[config.mk]
export PLATFORM = sky130hd
export DESIGN_NAME = egbl_ctrl
export DESIGN_NICKNAME = d
export VERILOG_FILES = /design/src/rtl/egbl_pkg.sv /design/src/rtl/egbl_ctrl.sv
export SDC_FILE = /design/constraint.sdc
export NUM_CORES = 1
export LEC_CHECK = 0
export BUFFER_PORTS_ARGS = -buffer_cell sky130_fd_sc_hd__clkbuf_2
export CAP_MARGIN = 25
export CELL_PAD_IN_SITES_DETAIL_PLACEMENT = 0
export CELL_PAD_IN_SITES_GLOBAL_PLACEMENT = 1
export CORE_ASPECT_RATIO = 1.1
export CORE_MARGIN = 3
export CORE_UTILIZATION = 38
export DETAILED_ROUTE_END_ITERATION = 8
export PLACE_DENSITY_LB_ADDON = 0.1
export SLEW_MARGIN = 20
export SYNTH_ARGS = -nofsm -noshare
export SYNTH_HDL_FRONTEND = slang
export SYNTH_SLANG_ARGS = --single-unit
[constraint.sdc]
create_clock -name clk -period 2.98 [get_ports clk]
set_input_delay 0.298 -clock clk [delete_from_list [all_inputs] [get_ports clk]]
set_output_delay 0.298 -clock clk [all_outputs]
set_load 0.005 [all_outputs]
[src/rtl/egbl_pkg.sv]
`timescale 1ns / 1ps

package egbl_pkg;

	localparam int ADDR_W     = 16;                 // post store index width
	localparam int POST_DEPTH = 2 ** ADDR_W;
	localparam int POST_W     = 16;
	localparam int LON_W      = 31;
	localparam int LAT_W      = 30;
	localparam int PPD_W      = 28;
	localparam int LINES_W    = 9;
	localparam int CFG_IDX_W  = 3;
	localparam int CFG_DATA_W = 31;
	localparam int HEIGHT_W   = 24;
	localparam int DIV_STEPS  = 24;                 // quotient bits
	localparam int DIV_CNT_W  = $clog2(DIV_STEPS);

	localparam logic [POST_W-1:0]   VOID_POST    = 16'hFFFF;
	localparam logic [HEIGHT_W-1:0] HEIGHT_LIMIT = 24'd8388352;
	localparam logic [16:0]         ONE_Q16      = 17'd65536;

	typedef enum logic [CFG_IDX_W-1:0] {
		CFG_CORNER_LON = 3'd0,
		CFG_CORNER_LAT = 3'd1,
		CFG_LON_PPD    = 3'd2,
		CFG_LAT_PPD    = 3'd3,
		CFG_LON_LINES  = 3'd4,
		CFG_LAT_POINTS = 3'd5
	} cfg_reg_t;

	typedef enum logic [1:0] {
		MUL_LON,
		MUL_LAT,
		MUL_WT,
		MUL_HW
	} mul_sel_t;

	// controller -> datapath
	typedef struct packed {
		logic       load_post;
		logic       start_query;
		logic       prod_en;
		mul_sel_t   mul_sel;
		logic       chk_lon;
		logic       chk_lat;
		logic       base_en;
		logic       rd_en;
		logic [1:0] k;
		logic       hw_en;
		logic       acc_en;
		logic       div_init;
		logic       div_step;
		logic       out_load;
	} dp_cmd_t;

	// datapath -> controller
	typedef struct packed {
		logic fail;
		logic den_zero;
	} dp_sts_t;

endpackage

[src/rtl/egbl_ctrl.sv]
`timescale 1ns / 1ps

module egbl_ctrl import egbl_pkg::*; (
	input  logic    clk,
	input  logic    arst_n,
	input  logic    in_valid,
	output logic    in_stall,
	input  logic    opcode,
	output logic    out_valid,
	input  logic    out_stall,
	input  dp_sts_t sts,
	output dp_cmd_t cmd
);

	typedef enum logic [3:0] {
		S_IDLE, S_LONMUL, S_LATMUL, S_LATCHK, S_BASE,
		S_RD, S_HM, S_ACC, S_DIVSET, S_DIV, S_OUT
	} state_t;

	state_t               state_q;
	logic [1:0]           k_q;
	logic [DIV_CNT_W-1:0] cnt_q;
	logic                 out_valid_q;
	logic                 in_acc, out_free;

	assign in_stall  = (state_q != S_IDLE);
	assign in_acc    = in_valid && !in_stall;
	assign out_valid = out_valid_q;
	assign out_free  = !out_valid_q || !out_stall;

	always_comb begin
		cmd             = '0;
		cmd.mul_sel     = MUL_LON;
		cmd.k           = k_q;
		cmd.load_post   = in_acc && !opcode;
		cmd.start_query = in_acc && opcode;
		unique case (state_q)
			S_LONMUL: cmd.prod_en = 1'b1;
			S_LATMUL: begin
				cmd.prod_en = 1'b1;
				cmd.mul_sel = MUL_LAT;
				cmd.chk_lon = 1'b1;
			end
			S_LATCHK: cmd.chk_lat = 1'b1;
			S_BASE:   cmd.base_en = 1'b1;
			S_RD: begin
				cmd.rd_en   = 1'b1;
				cmd.mul_sel = MUL_WT;
			end
			S_HM: begin
				cmd.hw_en   = 1'b1;
				cmd.mul_sel = MUL_HW;
			end
			S_ACC:    cmd.acc_en   = 1'b1;
			S_DIVSET: cmd.div_init = !sts.den_zero;
			S_DIV:    cmd.div_step = 1'b1;
			S_OUT:    cmd.out_load = out_free;
			default: ;
		endcase
	end

	always_ff @(posedge clk or negedge arst_n) begin
		if (!arst_n) begin
			state_q     <= S_IDLE;
			k_q         <= '0;
			cnt_q       <= '0;
			out_valid_q <= 1'b0;
		end else begin
			if (state_q == S_OUT && out_free)
				out_valid_q <= 1'b1;
			else if (out_valid_q && !out_stall)
				out_valid_q <= 1'b0;
			unique case (state_q)
				S_IDLE:   if (in_acc && opcode) state_q <= S_LONMUL;
				S_LONMUL: state_q <= S_LATMUL;
				S_LATMUL: state_q <= S_LATCHK;
				S_LATCHK: state_q <= S_BASE;
				S_BASE: begin
					k_q     <= '0;
					state_q <= sts.fail ? S_OUT : S_RD;
				end
				S_RD:     state_q <= S_HM;
				S_HM:     state_q <= S_ACC;
				S_ACC: begin
					k_q     <= k_q + 2'd1;
					state_q <= (k_q == 2'd3) ? S_DIVSET : S_RD;
				end
				S_DIVSET: begin
					cnt_q   <= '0;
					state_q <= sts.den_zero ? S_OUT : S_DIV;
				end
				S_DIV: begin
					cnt_q <= cnt_q + 1'b1;
					if (cnt_q == DIV_CNT_W'(DIV_STEPS - 1))
						state_q <= S_OUT;
				end
				S_OUT: begin
					if (out_free)
						state_q <= S_IDLE;
				end
				default: state_q <= S_IDLE;
			endcase
		end
	end

endmodule

==> out/summary.md <==
The layout net count is 131. The worst hold slack across all endpoints is 0.2937 ns. Entering global routing, the biggest net connects 22 pins. The worst setup path is launched from a flop. The largest single stage delay on the critical path is 0.59 ns. The fraction of layout cells with a size suffix above 1 is 0.2667. The family of cells with the greatest summed delay on the critical path is simple AND/OR/NAND/NOR gates. The largest clock skew in the final design was 0.003358 ns. For the number of global-route vias before repair, the log shows 710. Post-layout instance area: 978.4 µm². The logs give 12 for the sink count of the clock tree and 25 for the total I/O pin count. The global-route usage over all layers came out at 0.1442. The largest fanout on the critical path is 20, and the maximum achievable frequency is 483.8 MHz. The slew at the pin closest to its max-slew limit was 0.6375 ns; the flip-flop and latch area was 300.3 µm².

The standard cell with the maximum stage delay on the critical path is sky130_fd_sc_hd__or3b_1. The logs give 99 for the instance count of the mapped netlist and 0 for the initial antenna violation count. Data required time at the worst endpoint: 2.68 ns.

The remaining number of nets flagged by the antenna check after routing was 0. The core region is 2021 µm². The relative max-transition margin is 0.5750, and the number of buffers added on ports is 24. For the worst setup path, the data arrival time is 1.77 ns. The tools report the max-capacitance violation count as 0. TritonCTS built the clock tree. STA classifies the critical path endpoint as a primary output. The detailed placement HPWL is 1345 µm. The synthesized netlist contains 31 unique library cells. Setup repair after global routing left no endpoint under its margin. The share of the clock period used by the worst path after layout is 0.6937.

Class of the most critical hold timing path: in2reg. The routed wire length per instance works out to 12.57 µm. Power density of the placed cells: 887.5 nW/µm².

Routability-driven placement finished with a final weighted congestion of 0.7449. Once placement finished, the instance area stood at 945.9 µm². The number of vias in the routed layout was 797. The repair_antennas step left the layout with diodes totalling 0. The clock root buffer master is sky130_fd_sc_hd__clkbuf_4.

The portion of the post-synthesis area used by sequential elements was 0.3653. The worst-case IR drop observed on VDD is 438.8 µV. The worst slack at placement is 1.207 ns, and the total leakage power is 0.4842 nW. The worst setup path is of the reg2out kind. In this run, the number of DRC markers left after iteration 0 of detailed routing was 15. The total of fill cells in the finished design is 206, and the total standard cell area after synthesis is 822.0 µm². The mean instance size in the synthesized netlist is 8.303 µm². Walking the worst path, the cells encountered are or3b_1 -> nor3_1 -> clkbuf_2.

In this run, synthesis produced a sequential element count of 12. Measured along the y axis, the die boundary spans 54.78 µm. The number of pins with negative max-slew slack in the final report was 0; the area added between synthesis and finish was 19.03%. The initial core utilization is 0.4068. The number of buffers on the longest clock path is 2, and the count of buffer and inverter cells on the critical path is 1. The multi-input gate area in the final layout is 471.7 µm².

Setup violations remaining at the end of the flow were counted as 0. The worst path needs 2.067 ns of the cycle, external delays included. The total setup buffers inserted after CTS came out at 0. The number of vias per cell after detailed routing is 5.385. For the final routed wirelength across all metal layers, the log shows 1861 µm.

The tools report the number of hold violations in the final report as 0. The area of the die was 2758 µm². The first global-routing pass estimated 3029 µm of wire. Before antenna repair, the detailed router went through 4 iterations. The worst path setup slack after routing was 0.9129 ns.

The clock-pin slew reported for the worst setup and hold paths after clock tree synthesis is 0.06 ns. For the summed negative setup slack over all endpoints, the log shows 0 ns. The flow ran to the end, and the final reports show no timing, DRC or antenna violations. Global routing finished with a remaining overflow of 0. The initialized floorplan defines 17 standard-cell rows. Clock tree synthesis inserted a total of 3 buffers. The clock insertion delay at the later pin of the skew report came out at 0.26 ns.

The total DRC errors in the routed layout was 0; the H-tree depth was 1. Counting every net in the synthesized netlist gives 108. The die width came out at 50.35 µm.

The Yosys step of the flow raised 0 warnings.
layout by cell type (no fill, tap or decap):
cell | synthesis | layout
sky130_fd_sc_hd__a211o_1 | 1 | 1
sky130_fd_sc_hd__a21o_1 | 2 | 2
sky130_fd_sc_hd__a21oi_1 | 5 | 5
sky130_fd_sc_hd__a222oi_1 | 1 | 1
sky130_fd_sc_hd__a22o_1 | 5 | 5
sky130_fd_sc_hd__a32oi_1 | 1 | 1
sky130_fd_sc_hd__and3_1 | 2 | 2
sky130_fd_sc_hd__buf_4 | 0 | 1
sky130_fd_sc_hd__clkbuf_2 | 0 | 24
sky130_fd_sc_hd__clkbuf_4 | 0 | 3
sky130_fd_sc_hd__dfrtp_1 | 12 | 12
sky130_fd_sc_hd__dlygate4sd3_1 | 0 | 1
sky130_fd_sc_hd__ha_1 | 2 | 2
sky130_fd_sc_hd__inv_1 | 3 | 3
sky130_fd_sc_hd__mux2_2 | 2 | 2
sky130_fd_sc_hd__nand2_1 | 11 | 11
sky130_fd_sc_hd__nand2b_1 | 3 | 3
sky130_fd_sc_hd__nand3_1 | 4 | 4
sky130_fd_sc_hd__nand3b_1 | 1 | 1
sky130_fd_sc_hd__nand4b_1 | 1 | 1
sky130_fd_sc_hd__nor2_1 | 9 | 9
sky130_fd_sc_hd__nor2b_1 | 3 | 3
sky130_fd_sc_hd__nor3_1 | 4 | 4
sky130_fd_sc_hd__nor3_2 | 2 | 2
sky130_fd_sc_hd__nor4_1 | 2 | 2
sky130_fd_sc_hd__nor4bb_1 | 1 | 1
sky130_fd_sc_hd__o21a_1 | 1 | 1
sky130_fd_sc_hd__o21ai_0 | 8 | 8
sky130_fd_sc_hd__o21bai_1 | 1 | 1
sky130_fd_sc_hd__o2bb2ai_1 | 1 | 1
sky130_fd_sc_hd__o31ai_1 | 1 | 1
sky130_fd_sc_hd__or3b_1 | 1 | 1
sky130_fd_sc_hd__xnor2_1 | 1 | 1
sequential cells by signal (all words and copies together) (netlist names):
register   cells
cnt_q          5
state_q        4
k_q            2
out_valid      1
synthesized netlist by cell type, drive strengths merged:
master,n,area share
a21o,2,0.018
buf,7,0.043
nor2b,3,0.023
and3,2,0.015
o2bb2ai,1,0.011
a222oi,1,0.012
nor4bb,1,0.012
or3b,1,0.011
dfrtp,12,0.37
o21a,1,0.0091
inv,3,0.014
nand3b,1,0.0091
a21oi,5,0.030
nand4b,1,0.011
xnor2,1,0.011
nand2b,3,0.023
ha,2,0.030
o31ai,1,0.0091
a22o,5,0.053
nand3,4,0.024
a211o,1,0.011
nor3,6,0.049
nand2,11,0.050
nor4,2,0.015
o21bai,1,0.0091
o21ai,8,0.049
a32oi,1,0.011
clkbuf,1,0.0046
mux2,2,0.027
nor2,9,0.041
cell families after synthesis:
group,share of synthesized area
AOI/OAI and AO/OA,0.2222
xor gates and xnor gates,0.01066
adders and majority gates,0.03044
buffers and inverters,0.06087
DFF,0.3653
muxes,0.02740
and+or+nand+nor,0.2831
worst min-delay path, stage by stage:
cell and delay (ns):
sky130_fd_sc_hd__clkbuf_2 0.09, sky130_fd_sc_hd__nand2_1 0.08, sky130_fd_sc_hd__nand2_1 0.06
final timing paths:
check,from,end,slack (ns),depth (start not counted)
max in group asynchronous,arst_n,cnt_q[4],2.29,2
min,out_stall,out_valid,0.29,3
min in group asynchronous,arst_n,cnt_q[1],0.46,2
max reg2reg,state_q[0],state_q[1],1.35,4
max,state_q[1],cmd[2],0.91,3
min reg2reg,cnt_q[1],cnt_q[1],0.55,1
through the flow:
stage,utilization,instances,power (W)
6_report,0.4842,148,0.0008684
5_1_grt,0.4842,148,0.0009619
4_1_cts,0.4842,148,0.0008822
3_5_place_dp,0.4681,144,0.0007830
3_3_place_gp,0.4681,144,0.0007778
2_1_floorplan,-,99,0.0006473
area by class of cell:
| class | count | area share |
|---|---|---|
| clock buffers | 3 | 0.02302 |
| inverters | 3 | 0.01151 |
| multi-input cells | 76 | 0.4821 |
| flip-flops and latches | 12 | 0.3069 |
| well taps | 28 | 0.03581 |
| repair buffers | 26 | 0.1407 |
what timing repair did:
item | CTS | global route
hold endpoints to repair | 12 | 0
hold buffers | 1 | 0
gates resized for setup | 0 | 0
routing by layer:
layer / up-vias / routed length [µm] / global-route usage
met5: - / 0 / 0
met4: 0 / 27 / 0.08072
met3: 4 / 94 / 0.02997
met2: 23 / 858 / 0.2457
met1: 367 / 881 / 0.1711
li1: 403 / - / -
power by group:
group	switching, W	leakage, nW	internal (W)
combinational	0.000194	0.313	0.000220
clock	0.0000468	0.0138	0.0000466
sequential	0.000143	0.158	0.000218
total	0.000384	0.484	0.000484
Power figures use the tool's default switching activity.
